File: config.mk
export PLATFORM = sky130hd
export DESIGN_NAME = cflru_sel
export DESIGN_NICKNAME = d
export VERILOG_FILES = /design/src/cflru_pkg.sv /design/src/cflru_sel.sv
export SDC_FILE = /design/constraint.sdc
export NUM_CORES = 1
export LEC_CHECK = 0
export BUFFER_PORTS_ARGS = -buffer_cell sky130_fd_sc_hd__buf_2
export CORE_MARGIN = 1
export CORE_UTILIZATION = 30
export DETAILED_ROUTE_END_ITERATION = 10
export GPL_TIMING_DRIVEN = 0
export PLACE_DENSITY_LB_ADDON = 0.1
export SLEW_MARGIN = 20
export SYNTH_ARGS = -nofsm -noshare
export SYNTH_HDL_FRONTEND = slang
export SYNTH_SLANG_ARGS = --single-unit
File: constraint.sdc
create_clock -name vclk -period 14.3
set_input_delay 2.86 -clock vclk [all_inputs]
set_output_delay 2.86 -clock vclk [all_outputs]
set_load 0.02 [all_outputs]
File: src/cflru_pkg.sv
// Shared types and constants for the clean-first LRU page frame block.
// Used by cflru_cell, cflru_sel and clean_first_lru_page_frames_top.
package cflru_pkg;

	localparam int MAX_FRAMES = 64;
	localparam int ADDR_W     = 64;
	localparam int PAGE_SHIFT = 12;
	localparam int PAGE_W     = ADDR_W - PAGE_SHIFT;
	localparam int CNT_W      = $clog2(MAX_FRAMES + 1);
	localparam int CFG_W      = 7;
	localparam int CMP_W      = (CNT_W > CFG_W) ? CNT_W : CFG_W;
	localparam int TOT_W      = 32;
	localparam int CFG_IDX_W  = 1;

	localparam logic [CFG_IDX_W-1:0] REG_FRAMES_IN_USE = 1'd0;
	localparam logic [CFG_IDX_W-1:0] REG_CLEAN_WINDOW  = 1'd1;

	localparam logic [CFG_W-1:0] FRAMES_IN_USE_RST = 7'd64;
	localparam logic [CFG_W-1:0] CLEAN_WINDOW_RST  = 7'd16;

	typedef enum logic [1:0] {
		S_IDLE,
		S_CMP,
		S_UPD
	} state_t;

	// One frame slot; slot position in the chain is its recency rank.
	typedef struct packed {
		logic              valid;
		logic              dirty;
		logic [PAGE_W-1:0] page;
	} entry_t;

	// Outcome of the lookup cycle, consumed by the update cycle.
	typedef struct packed {
		logic                  hit;
		logic                  evict;
		logic                  wb;
		logic                  new_dirty;
		logic                  grow;
		logic [MAX_FRAMES-1:0] pos_oh;
		logic [MAX_FRAMES-1:0] mask;
	} sel_t;

endpackage

File: src/cflru_sel.sv
// Lookup decision: hit position, insert slot, clean-first victim or LRU fallback victim in the chain.
// Depends on cflru_pkg.
module cflru_sel (
	input  logic [cflru_pkg::MAX_FRAMES-1:0] valid_vec,
	input  logic [cflru_pkg::MAX_FRAMES-1:0] dirty_vec,
	input  logic [cflru_pkg::MAX_FRAMES-1:0] match_vec,
	input  logic [cflru_pkg::CNT_W-1:0]      filled,
	input  logic [cflru_pkg::CFG_W-1:0]      frames_in_use,
	input  logic [cflru_pkg::CFG_W-1:0]      clean_window,
	input  logic                             is_write,
	output cflru_pkg::sel_t                  sel
);

	localparam int N = cflru_pkg::MAX_FRAMES;
	localparam int W = cflru_pkg::CMP_W;

	logic [W-1:0] fil_w;
	logic [W-1:0] fiu_w;
	logic [W-1:0] cw_w;
	logic [W-1:0] limit;
	logic [W-1:0] win;
	logic [W-1:0] lo;
	logic         full;
	logic         hit;
	logic         hit_dirty;
	logic         any_clean;
	logic [N-1:0] cand;
	logic [N-1:0] cand_rev;
	logic [N-1:0] pick_rev;
	logic [N-1:0] pick;
	logic [N-1:0] ins_oh;
	logic [N-1:0] lru_oh;
	logic [N-1:0] pos_oh;

	always_comb begin
		fil_w = W'(filled);
		fiu_w = W'(frames_in_use);
		cw_w  = W'(clean_window);

		if (fiu_w == '0) begin
			limit = W'(1);
		end else if (fiu_w > W'(N)) begin
			limit = W'(N);
		end else begin
			limit = fiu_w;
		end

		win = (cw_w == '0) ? W'(1) : cw_w;
		if (win > limit) begin
			win = limit;
		end
		if (win > fil_w) begin
			win = fil_w;
		end
		lo   = fil_w - win;
		full = !(fil_w < limit);
	end

	always_comb begin
		for (int i = 0; i < N; i++) begin
			cand[i]   = valid_vec[i] && !dirty_vec[i] && (W'(i) >= lo);
			ins_oh[i] = (W'(i) == fil_w);
			lru_oh[i] = (W'(i) == fil_w - W'(1));
		end
		// least recent clean slot = highest set bit of cand
		for (int i = 0; i < N; i++) begin
			cand_rev[i] = cand[N-1-i];
		end
		pick_rev = cand_rev & (~cand_rev + N'(1));
		for (int i = 0; i < N; i++) begin
			pick[i] = pick_rev[N-1-i];
		end
	end

	assign hit       = |match_vec;
	assign hit_dirty = |(match_vec & dirty_vec);
	assign any_clean = |cand;

	always_comb begin
		priority if (hit) begin
			pos_oh = match_vec;
		end else if (!full) begin
			pos_oh = ins_oh;
		end else if (any_clean) begin
			pos_oh = pick;
		end else begin
			pos_oh = lru_oh;
		end
	end

	always_comb begin
		sel.hit       = hit;
		sel.evict     = !hit && full;
		sel.wb        = !hit && full && !any_clean;
		sel.new_dirty = hit ? (hit_dirty || is_write) : is_write;
		sel.grow      = !hit && !full;
		sel.pos_oh    = pos_oh;
		// slots from the head through the chosen slot move one place down the chain
		sel.mask      = pos_oh | (pos_oh - N'(1));
	end

endmodule

==> flow_summary.rst <==
.. list-table::
   :header-rows: 1

   * - Metric
     - Value
   * - Result of the run
     - finished, final reports clean
   * - Category of the critical setup timing path
     - input pin to output port
   * - Synth Instances
     - 1203
   * - Chip width
     - 158.8 um
   * - Remaining design rule violation count
     - 0
   * - Drt pass-1 iters
     - 6
   * - Maximum fanout along the worst path
     - 10
   * - First-iteration detailed-routing DRC count
     - 1805
   * - Post-route worst setup slack
     - 221.0 ps
   * - Post-detailed-routing wire length
     - 59.84 mm
   * - Total count of max-transition violations in the final report
     - 0
   * - Nets
     - 1842
   * - Via Count
     - 12650
   * - Worst max-slew margin expressed relative to the limit
     - 14.54%
   * - Final sequential cell count
     - 0
   * - Worst Path Arrival
     - 11220 ps
   * - Post-Place Cell Area
     - 0.009550 mm^2
   * - Met3 capacity usage during global routing
     - 9.561%
   * - Mean cell area of the mapped netlist
     - 6.129 um^2
   * - Final hold vios
     - 0
   * - Multi-input logic area
     - 0.007508 mm^2
   * - Starting density of the core
     - 30.50%
   * - Crit path capture type
     - output port
   * - Setup Slack @ Placement
     - -1220 ps
   * - Type of the most critical hold path
     - input pin to output port
   * - Post-synthesis instance area
     - 0.007373 mm^2
   * - Top Usage Layer GRT
     - met2
   * - Pwr Density
     - 100.5 mW/mm^2
   * - Final cell area excluding filler cells
     - 0.01060 mm^2
   * - Maximum number of pins on one net before global-route repair
     - 11
   * - Synth warn
     - 0
   * - Met1 global-route usage
     - 57.93%
   * - Finished Layout Cells
     - 1924
   * - First-pass GRT wire length
     - 83.85 mm
   * - # clk buffers
     - 0
   * - Static leakage
     - 4.515 nW
   * - Total design power
     - 1.065 mW
   * - Site Rows
     - 57
   * - Area of the die
     - 0.02521 mm^2
   * - Floorplan Core Area
     - 0.02418 mm^2
   * - Max-cap violations
     - 0
   * - Proportion of netlist area held by the largest area contributor
     - 7.466%
   * - Cell taking the most area after synthesis
     - sky130_fd_sc_hd__a21oi_1
   * - Area growth from synthesis to layout
     - 43.75%
   * - # setup viols final
     - 0
   * - Endpoint required time on the critical path
     - 11440 ps
   * - GR Util met2
     - 72.97%
   * - Top cells by area, synth
     - sky130_fd_sc_hd__a21oi_1 7.5%, sky130_fd_sc_hd__nand2_1 6.3%, sky130_fd_sc_hd__o21ai_0 5.6%
   * - # port buffers
     - 346
   * - Cell type of the slowest stage on the worst timing path
     - sky130_fd_sc_hd__o211ai_1
   * - Total overflow reported by the global router
     - 0
   * - Die Y-Extent
     - 158.8 um
   * - Fillers
     - 2615
   * - Worst Tran Pin Value
     - 1272 ps
   * - Delay of the slowest critical-path stage
     - 550 ps
   * - Final Wtd Congestion
     - 1.101
   * - Number of global-route vias before repair
     - 11480
   * - Antenna violations before repair
     - 2
   * - Post-detail-place hpwl
     - 50.75 mm
   * - Sequential element share of the synthesized area
     - 0%
   * - Global Route Usage Sum
     - 45.40%
   * - Layout cells sized above 1
     - 35.02%
   * - Distinct cell type count after synthesis
     - 99
   * - Area used by sequential logic in the layout
     - 0 um^2
   * - Fmax achieved
     - 71.03 MHz
   * - Synthesized net count
     - 1444
   * - Number of cells after detailed placement
     - 1874
   * - Commonest cells in the netlist
     - 124 x sky130_fd_sc_hd__nand2_1, 110 x sky130_fd_sc_hd__a21oi_1, 93 x sky130_fd_sc_hd__nor2_1
   * - Number of top-level pins
     - 347
   * - CP Launch Type
     - input pin
   * - Peak supply drop
     - 0.00007103 V
   * - Post-route fraction of the period consumed by the critical path
     - 98.45%
   * - Dominant cell by count in the synthesized netlist
     - sky130_fd_sc_hd__nand2_1
   * - Final min period
     - 14080 ps
   * - Routed Antenna Nets
     - 0
   * - Routed wirelength normalized by instance count
     - 31.10 um
   * - Post-detailed-route via-to-cell ratio
     - 6.575
cell families (layout without fill, tap and decap cells):
logic type | after synthesis | after routing | share of synthesized area, %
buffers and inverters | 120 | 516 | 6.805
adder cells (fa/ha/maj) | 27 | 27 | 4.684
AND/OR/NAND/NOR | 566 | 566 | 41.54
other | 1 | 2 | 0.05086
AO/OA/AOI/OAI | 473 | 473 | 44.60
multiplexers | 7 | 7 | 0.9503
XOR/XNOR | 9 | 9 | 1.375
worst paths after layout:
path / slack, ps / endpoint / cells past startpoint / startpoint
worst max-delay path: 220 / sel[42] / 35 / frames_in_use[6]
worst min-delay path: 6240 / sel[99] / 4 / match_vec[35]
through the flow:
step,util [%],setup TNS [ps],hold WS [ps]
6_report,43.84,0,6245
3_3_place_gp,39.34,-70930,6262
4_1_cts,41.29,0,6247
2_1_floorplan,-,0,5954
5_1_grt,43.83,-1650,6244
3_5_place_dp,39.50,-73210,6271
metal layers:
metal	routed length, um	share of wire (%)
met5	0	0
met4	3674	6.1
met3	6860	11
met2	25990	43
met1	23310	39
worst max-delay path, delay by kind of cell:
kind,cells,cell delay (ps)
AO/OA/AOI/OAI,11,2870
adder cells (fa/ha/maj),3,1000
AND/OR/NAND/NOR,11,2400
buffers and inverters,9,1710
multiplexers,1,330
cells in the final DEF (no fill, tap or decap), drive strengths merged, types with 41 or more instances in the layout:
master and count:
nand2 124, inv 61, a21oi 111, nand4 41, o21ai 96, nor3 42, nand2b 48, nor2 97
nand3 49, buf 418
final cells by class:
type	instances	area share (%)
Antenna cell	1	0.02361
Buffer	57	2.810
Inverter	62	2.196
Multi-Input combinational cell	1083	70.84
Tap cell	324	3.825
Timing Repair Buffer	397	20.30
report_power, final:
group | switching (mW) | internal [mW] | total (mW)
registers | 0 | 0 | 0
clock network | 0 | 0.00000000263 | 0.00000000264
logic | 0.753 | 0.312 | 1.07
what timing repair did:
action	4_1_cts	5_1_grt
hold buffers	0	0
pin swaps	8	21
resized for setup	55	88
buffers inserted	16	34
endpoints found under the setup margin	125	83
Note: power is estimated with default switching activity, not from simulation.
