## config.mk

```make
export PLATFORM = sky130hd
export DESIGN_NAME = cflru_cell
export DESIGN_NICKNAME = d
export VERILOG_FILES = /design/src/cflru_pkg.sv /design/src/cflru_cell.sv
export SDC_FILE = /design/constraint.sdc
export NUM_CORES = 1
export LEC_CHECK = 0
export ABC_AREA = 1
export BUFFER_PORTS_ARGS = -buffer_cell sky130_fd_sc_hd__buf_2
export CAP_MARGIN = 20
export CORE_MARGIN = 2
export CORE_UTILIZATION = 42
export DETAILED_ROUTE_END_ITERATION = 10
export HOLD_SLACK_MARGIN = 0.12
export PLACE_DENSITY = 0.82
export SYNTH_ARGS = -nofsm -noshare
export SYNTH_HDL_FRONTEND = slang
export SYNTH_SLANG_ARGS = --single-unit
```

## constraint.sdc

```tcl
create_clock -name clk -period 1.3 [get_ports clk]
set_input_delay 0.195 -clock clk [delete_from_list [all_inputs] [get_ports clk]]
set_output_delay 0.195 -clock clk [all_outputs]
set_load 0.02 [all_outputs]
```

## src/cflru_pkg.sv

```systemverilog
// Shared types and constants for the clean-first LRU page frame block.
// Used by cflru_cell, cflru_sel and clean_first_lru_page_frames_top.
package cflru_pkg;

	localparam int MAX_FRAMES = 64;
	localparam int ADDR_W     = 64;
	localparam int PAGE_SHIFT = 12;
	localparam int PAGE_W     = ADDR_W - PAGE_SHIFT;
	localparam int CNT_W      = $clog2(MAX_FRAMES + 1);
	localparam int CFG_W      = 7;
	localparam int CMP_W      = (CNT_W > CFG_W) ? CNT_W : CFG_W;
	localparam int TOT_W      = 32;
	localparam int CFG_IDX_W  = 1;

	localparam logic [CFG_IDX_W-1:0] REG_FRAMES_IN_USE = 1'd0;
	localparam logic [CFG_IDX_W-1:0] REG_CLEAN_WINDOW  = 1'd1;

	localparam logic [CFG_W-1:0] FRAMES_IN_USE_RST = 7'd64;
	localparam logic [CFG_W-1:0] CLEAN_WINDOW_RST  = 7'd16;

	typedef enum logic [1:0] {
		S_IDLE,
		S_CMP,
		S_UPD
	} state_t;

	// One frame slot; slot position in the chain is its recency rank.
	typedef struct packed {
		logic              valid;
		logic              dirty;
		logic [PAGE_W-1:0] page;
	} entry_t;

	// Outcome of the lookup cycle, consumed by the update cycle.
	typedef struct packed {
		logic                  hit;
		logic                  evict;
		logic                  wb;
		logic                  new_dirty;
		logic                  grow;
		logic [MAX_FRAMES-1:0] pos_oh;
		logic [MAX_FRAMES-1:0] mask;
	} sel_t;

endpackage

```

## src/cflru_cell.sv

```systemverilog
// One frame slot of the recency chain: holds a page, its valid and dirty marks.
// Depends on cflru_pkg.
module cflru_cell (
	input  logic                      clk,
	input  logic                      arst_n,
	input  logic                      shift,
	input  cflru_pkg::entry_t         nb,
	input  logic [cflru_pkg::PAGE_W-1:0] req_page,
	output cflru_pkg::entry_t         ent,
	output logic                      match
);

	logic                         valid_q;
	logic                         dirty_q;
	logic [cflru_pkg::PAGE_W-1:0] page_q;

	always_ff @(posedge clk or negedge arst_n) begin
		if (!arst_n) begin
			valid_q <= 1'b0;
			dirty_q <= 1'b0;
		end else if (shift) begin
			valid_q <= nb.valid;
			dirty_q <= nb.dirty;
		end
	end

	always_ff @(posedge clk) begin
		if (shift) begin
			page_q <= nb.page;
		end
	end

	assign ent.valid = valid_q;
	assign ent.dirty = dirty_q;
	assign ent.page  = page_q;
	assign match     = valid_q && (page_q == req_page);

endmodule

```

==> results of run 1 <==
state kept, by name (all words and copies together) (netlist names):
| signal | flops |
|---|---|
| page_q | 52 |
| dirty_q | 1 |
| valid_q | 1 |
layer usage:
layer / wire, um / up-vias / track usage, %
li1: - / 1260 / -
met1: 2600 / 1097 / 19.6
met2: 4210 / 100 / 44.8
met3: 468 / 13 / 4.95
met4: 150 / 0 / 8.83
met5: 0 / - / 0
cell families (layout without fill, tap and decap cells):
logic type | Yosys count | in the layout | share of synthesized area [%]
compound gates | 14 | 14 | 2.87
xor+xnor | 22 | 22 | 7.61
buf+inv | 57 | 293 | 8.74
flops | 54 | 54 | 63.6
mux | 1 | 1 | 0.445
simple gates | 108 | 108 | 16.7
layout make-up:
type | count | share of cell area, %
Sequential cell | 54 | 38.0
Timing Repair Buffer | 230 | 35.3
Multi-Input combinational cell | 145 | 17.0
Inverter | 55 | 4.87
Tap cell | 75 | 2.21
Clock buffer | 5 | 1.62
Clock inverter | 3 | 0.945
Yosys cell counts:
library cell	n	area share (%)
buf_4	2	0.59
dfrtp_1	2	2.0
edfxtp_1	52	62
inv_1	52	7.7
inv_2	3	0.44
mux2_2	1	0.44
nand2_1	75	11
nand3_1	2	0.40
nand4_1	3	0.74
nor2_1	25	3.7
nor2_2	1	0.25
o211ai_1	1	0.30
o21ai_0	5	0.99
o21ai_1	8	1.6
or2_0	2	0.49
xnor2_1	12	4.2
xor2_1	10	3.5
power breakdown:
part | internal (mW) | switching (mW) | total (mW)
sequential | 2.06 | 0.0893 | 2.15
combinational | 0.482 | 0.504 | 0.986
clock | 0.567 | 0.508 | 1.08
stage by stage:
| step | TNS [ns] | setup slack (ns) | utilization (%) | hold WS (ns) |
|---|---|---|---|---|
| after floorplan | -0.0718 | -0.0718 | - | -0.101 |
| after global placement | -0.156 | -0.156 | 59.9 | -0.0209 |
| after detailed placement | -0.192 | -0.192 | 59.9 | -0.0177 |
| after CTS | -0.462 | -0.462 | 71.5 | 0.198 |
| after global routing | -0.622 | -0.604 | 72.0 | 0.210 |
| final | -0.453 | -0.453 | 72.0 | 0.200 |
repair_timing:
action | in CTS | in global routing
hold buffers | 55 | 0
hold endpoints to repair | 56 | 0
setup buffers | 2 | 1
resized for setup | 3 | 6
endpoints found under the setup margin | 1 | 1
pin swaps | 3 | 0
final timing paths:
kind | start | to | slack [ns] | cells past startpoint
max | page_q[50] | match | -0.45 | 9
min | arst_n | dirty_q | 0.20 | 2
max reg2reg | dirty_q | dirty_q | 0.54 | 1
min reg2reg | dirty_q | dirty_q | 0.54 | 1
max in group asynchronous | arst_n | valid_q | 1.01 | 2
min in group clk | shift | dirty_q | 0.25 | 2
==> flow_summary.ini, run 1 <==
[yosys]
ys.warnings.count = 0
synth.distinct_cells = 17
synth_seq_cells = 54
synthesis.area_um2 = 2530
yosysSeqAreaShare_pct = 63.6
synth_area_per_cell_um2 = 9.89
syn_nets = 365
netlist_instances = 256

[detailed_routing]
antenna_left = 0
num_vias = 2470
drcViolationCount = 0
wl_per_cell_um = 13.1
wl_mm = 7.43
dr.first_iter.drc_count = 70
drtPass1Iterations = 4
viasPerCell = 4.36

[finish]
final-seq-area_um2 = 1610
diodes = 0
drive_above_1_share_pct = 39.0
multi_input_area_um2 = 719
n_fill_cell = 452
fin_area_um2 = 4240
final_cell_mix = buf_2, nand2_1, dlygate4sd3_1, inv_1, edfxtp_1
synthToLayoutAreaGrowth_pct = 67.3
final_common_cell = buf_2
fin_nets = 600
finalNonFillerCells = 567

[grt]
grt_pass1_wl_mm = 10.5
antenna_found_initial = 0
grt_pass1_vias = 2502
grt_max_degree = 31
grt.overflow.total = 0
grtUsageTotal_pct = 21.6

[timing]
fmax_mhz = 570
fin_crit_sh_pct = 135
relSlewSlack_pct = 88.7
min_period_ns = 1.75
worst_slack_ns = -0.453
grt_setup_unrepaired = true
finalHoldViolCount = 0
fin_skew_ns = 0
drv_slew = 0
setup_viol_count_final = 1
worstMarginPinSlew_ns = 0.168

[placed_design]
dp_cells = 501
dp_hpwl_mm = 5.14
port_buffers = 163
routabilityCongestion = 0.742
placed_area_um2 = 3520

[cts]
htreeDepth = 2
cts_buffers = 5
cts_buffer_depth = 2
clkTransAtPathRegs_ns = 0.09
clock-root-buffer = clkbuf_8
cts_tree = done
clk_latency_ns = 0.29
clkSinkCount = 54

[die]
rows = 28
die_h_um = 81.7
die_w_um = 81.7
coreArea_um2 = 5890
start_util_pct = 43.0
die_area_um2 = 6670
io_pins = 164

[worst_setup_path]
cp.required_ns = 1.11
max_stage_delay_ns = 0.39
path_cells = inv_1, nand2_1, o21ai_1, nor2_1, nand2_1, nor2_1, nand3_1, nor2_4, buf_6
crit_slowest_cell = edfxtp_1
worst-setup-path-type = reg -> out
cp.arrival_ns = 1.56
worst-path-max-fanout = 3
crit_family = simple AND/OR/NAND/NOR gates
cp-end-kind = primary output
worst_setup_path_start_kind = register
critPathBufInv = 2

[power_and_ir_drop]
vdd_drop_max_mv = 0.628
powerDensity_nw_per_um2 = 994
power_mw = 4.21
p_leak_nw = 2.13

[status]
violations = setup timing
status = finished, violations left

[min_path]
min_path_type = in -> async

[run]
max-cap-violations = 0
No activity file was read; power rests on OpenSTA's default activity.
==> inputs of run 2 (changes only) <==
==> constraint.sdc (replaced) <==
create_clock -name clk -period 1.3 [get_ports clk]
set_input_delay 0 -clock clk [delete_from_list [all_inputs] [get_ports clk]]
set_output_delay 0 -clock clk [all_outputs]
set_load 0.02 [all_outputs]
==> run 2 against run 1 <==
Net effect: the run still ends with setup timing left; utilization fell by 1.4 points; combinational power fell by 4.2%; clock power is essentially flat; cell count shrank 1.4%; total power down 0.47%; non-clock buffer count shrank 8; global-route usage increased by 0.78 points; count of clock-buffer cells in the layout rose by 1; via count fell by 0.69%; largest power group unchanged; highest routed layer unchanged.
==> flow_summary.ini, run 2 (synthesized netlist as in run 1, its figures left out) <==
[status]
status = finished, violations left
violations = setup timing

[timing]
min_period_ns = 1.61
setup_viol_count_final = 1
fin_crit_sh_pct = 124
worst_slack_ns = -0.313
drv_slew = 0
finalHoldViolCount = 0
tns_ns = -0.313
worstMarginPinSlew_ns = 0.293
grt_setup_unrepaired = true
fmax_mhz = 620
relSlewSlack_pct = 80.4
hold_ws_ns = 0.400
fin_skew_ns = 0

[placed_design]
routabilityCongestion = 0.839
port_buffers = 163
dp_hpwl_mm = 4.93
dp_cells = 494

[worst_setup_path]
cpMostUsedCell = nand2_1
crit_family = simple AND/OR/NAND/NOR gates
path_cells = xnor2_2, nand2_1, nor2_1, nand2_1, nor2_2, nand2_1, nor2_2, buf_6
reg2reg_slack_ns = 0.55
critPathBufInv = 1
regToRegStartpoint = dirty_q
worst-path-max-fanout = 2
cp-end-kind = primary output
crit_slowest_cell = edfxtp_1
cp.arrival_ns = 1.61
cp_num_cells = 8
cp.required_ns = 1.30
r2r_end = dirty_q
max_stage_delay_ns = 0.46
rr_worst_depth = 1
worst-setup-path-type = reg -> out
worst_setup_path_start_kind = register

[finish]
top_register = page_q
final_cell_mix = buf_2, nand2_1, dlygate4sd3_1, edfxtp_1, inv_1
fin_nets = 592
final_common_cell = buf_2
finalNonFillerCells = 559
largestRegisters = page_q: 52 flops, dirty_q: 1 flops, valid_q: 1 flops
diodes = 0
synthToLayoutAreaGrowth_pct = 64.0
largest_register_ffs = 52
drive_above_1_share_pct = 37.4

[detailed_routing]
num_vias = 2453
wl_mm = 7.40
antenna_left = 0
viasPerCell = 4.39
drcViolationCount = 0
wl_per_cell_um = 13.2
drtPass1Iterations = 4
dr.first_iter.drc_count = 66

[power_and_ir_drop]
vdd_drop_max_mv = 0.894
power_report.internal_total_mw = 3.09
powerDensity_nw_per_um2 = 1010
power_frac_seq_pct = 51.4
p_sw_share_pct = 26.3
combPwrFrac_pct = 22.5
power_mw = 4.19
p_leak_nw = 2.08
p_sw_mw = 1.10
power.share.clock_pct = 26.1

[min_path]
holdPathEnd = page_q[14]
hold_start = nb[14]
min_path_type = in -> reg
min_path_cells = 2

[die]
io_pins = 164
coreArea_um2 = 5890
start_util_pct = 43.0
die_area_um2 = 6670
die_w_um = 81.7
rows = 28
die_h_um = 81.7

[cts]
clk_latency_ns = 0.30
cts_buffers = 5
cts_tree = done
clkTransAtPathRegs_ns = 0.10
htreeDepth = 2
clock-root-buffer = clkbuf_8
clkSinkCount = 54
cts_buffer_depth = 2

[run]
max-cap-violations = 0

[grt]
grt_pass1_wl_mm = 10.9
grt_max_degree = 31
grt_pass1_vias = 2478
grt.overflow.total = 0
grtUsageTotal_pct = 22.4
antenna_found_initial = 0
-- run 2: cell types whose count changed in the layout (fill, tap and decap cells not counted), moves of 2 or more --
| cell | before | now |
|---|---|---|
| buf_4 | 9 | 1 |
| clkinv_2 | 2 | 0 |
| buf_6 | 3 | 1 |
| dlygate4sd3_1 | 55 | 57 |
-- run 2: metrics by stage --
| step | utilization [%] | cell area [um^2] | worst slack, ns |
|---|---|---|---|
| final | 70.6 | 4150 | -0.313 |
| after global routing | 70.6 | 4150 | -0.495 |
| after CTS | 70.4 | 4140 | -0.328 |
| after detailed placement | 58.7 | 3450 | -0.0122 |
| after global placement | 58.7 | 3450 | 0.0517 |
| after floorplan | - | 2530 | 0.105 |
-- run 2: timing repair --
item,in CTS,in global routing
hold buffers,57,0
pin swaps,2,5
endpoints found under the setup margin,1,1
buffers inserted,0,0
gates resized for setup,3,3
endpoints found under the hold margin,56,0
-- run 2: per-layer routing --
metal,GRT usage [%],routed length (um)
met1,21.6,2610
met2,45.3,4170
met3,5.93,502
met4,7.17,116
met5,0,0
-- run 2: worst max path at each step --
stage	from	end	slack, ns
2_1_floorplan	page_q[10]	match	0.11
3_3_place_gp	page_q[46]	match	0.05
3_5_place_dp	page_q[46]	match	-0.01
4_1_cts	page_q[10]	match	-0.33
5_1_grt	page_q[10]	match	-0.49
6_report	page_q[46]	match	-0.31
-- run 2: power by group through the flow --
stage | combinational (mW) | clock, mW | sequential [mW]
after floorplan | 0.246 | 0 | 2.35
after global placement | 0.781 | 0 | 2.18
after detailed placement | 0.795 | 0 | 2.19
after CTS | 0.930 | 1.13 | 2.15
after global routing | 1.04 | 1.19 | 2.17
final | 0.945 | 1.10 | 2.15
-- run 2: area by class of cell --
class,instances,area (um^2)
clock buffers,6,72.6
clock inverters,2,37.5
fillers,428,1730
inverters,55,206
multi-input cells,145,712
flip-flops and latches,54,1610
well taps,75,93.8
repair buffers,222,1420
==> inputs of run 3 (changes only) <==
Settings changed: CORE_UTILIZATION 42 to 38, PLACE_DENSITY 0.82 to 0.78.
Clock period 1.3 ns to 1.45 ns, I/O delays scaled along.
==> run 3 against run 2 <==
Net effect: the run still ends with setup timing left; clock skew unchanged; global-route usage down 2.7 points; hold slack got worse by 0.20 ns; cell count up 0.72%; sequential power shrank 10%; critical path type unchanged; largest cell class unchanged.
==> flow_summary.ini, run 3 (synthesized netlist as in run 1, its figures left out) <==
[timing]
grt_setup_unrepaired = true
fin_skew_ns = 0
fin_crit_sh_pct = 107
worst_slack_ns = -0.105
min_period_ns = 1.55
fmax_mhz = 643
drv_slew = 0
relSlewSlack_pct = 80.6
worstMarginPinSlew_ns = 0.292
setup_viol_count_final = 1
finalHoldViolCount = 0
tns_ns = -0.105

[detailed_routing]
drcViolationCount = 0
num_vias = 2464
wl_per_cell_um = 13.0
viasPerCell = 4.38
drtPass1Iterations = 4
wl_met2_mm = 3.95
wl_met1_mm = 2.61
antenna_left = 0
routed.top_layer = met4
dr.first_iter.drc_count = 103
wl_mm = 7.30
dr_wl_met3_um = 540

[worst_setup_path]
r2r_end = valid_q
rr_worst_depth = 3
worst_setup_path_start_kind = register
cp.required_ns = 1.45
worst-path-max-fanout = 2
cp-end-kind = primary output
cp.arrival_ns = 1.55
worst-setup-path-type = reg -> out
regToRegStartpoint = valid_q
reg2reg_slack_ns = 0.24

[status]
violations = setup timing
status = finished, violations left

[run]
max-cap-violations = 0

[cts]
cts_buffers = 5
cts_tree = done
clk_latency_ns = 0.30
htreeDepth = 2
clkTransAtPathRegs_ns = 0.09
cts_buffer_depth = 2
clkSinkCount = 54
postCtsSetupRepairBufs = 0
clock-root-buffer = clkbuf_8

[placed_design]
port_buffers = 163
dp_hpwl_mm = 5.25
routabilityCongestion = 0.803
pre_cts_slack_ns = 0.138
dp_cells = 496

[finish]
final_util_pct = 65.0
synthToLayoutAreaGrowth_pct = 63.8
largest_register_ffs = 52
drive_above_1_share_pct = 36.8
largestRegisters = page_q: 52 flops, dirty_q: 1 flops, valid_q: 1 flops
final_cell_mix = buf_2, nand2_1, dlygate4sd3_1, edfxtp_1, inv_1
final_common_cell = buf_2
top_register = page_q
finalNonFillerCells = 563
fin_nets = 594
diodes = 0

[power_and_ir_drop]
powerDensity_nw_per_um2 = 874
power_mw = 3.62
vdd_drop_max_mv = 0.626
p_leak_nw = 2.08

[die]
rows = 29
die_area_um2 = 7330
die_h_um = 85.6
die_w_um = 85.6
start_util_pct = 39.7
coreArea_um2 = 6390
io_pins = 164

[min_path]
hold_start = shift
holdPathEnd = page_q[26]
min_path_type = in -> reg
min_path_cells = 2

[grt]
grt_pass1_vias = 2551
grt_pass1_wl_mm = 11.1
antenna_found_initial = 0
grtUsageTotal_pct = 19.7
grt.overflow.total = 0
grt_max_degree = 28
-- run 3: report_power, final --
part           switching, mW  internal (mW)  leakage (nW)
logic                  0.442          0.406          1.50
clock network          0.458          0.391        0.0455
registers             0.0775           1.85         0.533
-- run 3: final cells by class --
| type | instances | area (um^2) |
|---|---|---|
| multi-input combinational | 145 | 704 |
| sequential | 54 | 1610 |
| inverter | 55 | 206 |
| timing repair buffer | 224 | 1440 |
| clock buffer | 8 | 90.1 |
| tap | 77 | 96.3 |
| fill | 536 | 2240 |
-- run 3: worst max-delay path: stages (launching register included) --
cell,delay (ns)
edfxtp_1,0.43
xnor2_1,0.17
nand2_1,0.09
nor2_2,0.13
nand2_1,0.07
nor2_2,0.09
nand2_1,0.07
nor2_2,0.09
buf_6,0.13
-- run 3: repair_timing --
| action | 4_1_cts | 5_1_grt |
|---|---|---|
| gates resized for setup | 4 | 1 |
| endpoints found under the setup margin | 1 | 1 |
| hold buffers | 59 | 0 |
| pin swaps | 3 | 1 |
| hold endpoints to repair | 60 | 0 |
-- run 3: worst max-delay path by stage --
| stage | start | to | slack (ns) | depth (start not counted) |
|---|---|---|---|---|
| floorplan | page_q[10] | match | 0.26 | 9 |
| global placement | page_q[26] | match | 0.14 | 8 |
| detailed placement | page_q[19] | match | 0.14 | 8 |
| CTS | page_q[19] | match | -0.14 | 8 |
| global route | page_q[10] | match | -0.28 | 10 |
| finish | page_q[19] | match | -0.10 | 8 |
-- run 3: metrics by stage --
stage | hold slack [ns] | instance area (um^2)
after floorplan | -0.296 | 2530
after global placement | -0.216 | 3460
after detailed placement | -0.210 | 3460
after CTS | 0.197 | 4150
after global routing | 0.188 | 4150
final | 0.202 | 4150
-- run 3: per-layer routing --
| layer | track usage [%] | vias to the layer above |
|---|---|---|
| li1 | - | 1249 |
| met3 | 5.97 | 14 |
| met2 | 38.3 | 113 |
| met4 | 7.79 | 0 |
| met1 | 19.2 | 1088 |
| met5 | 0 | - |
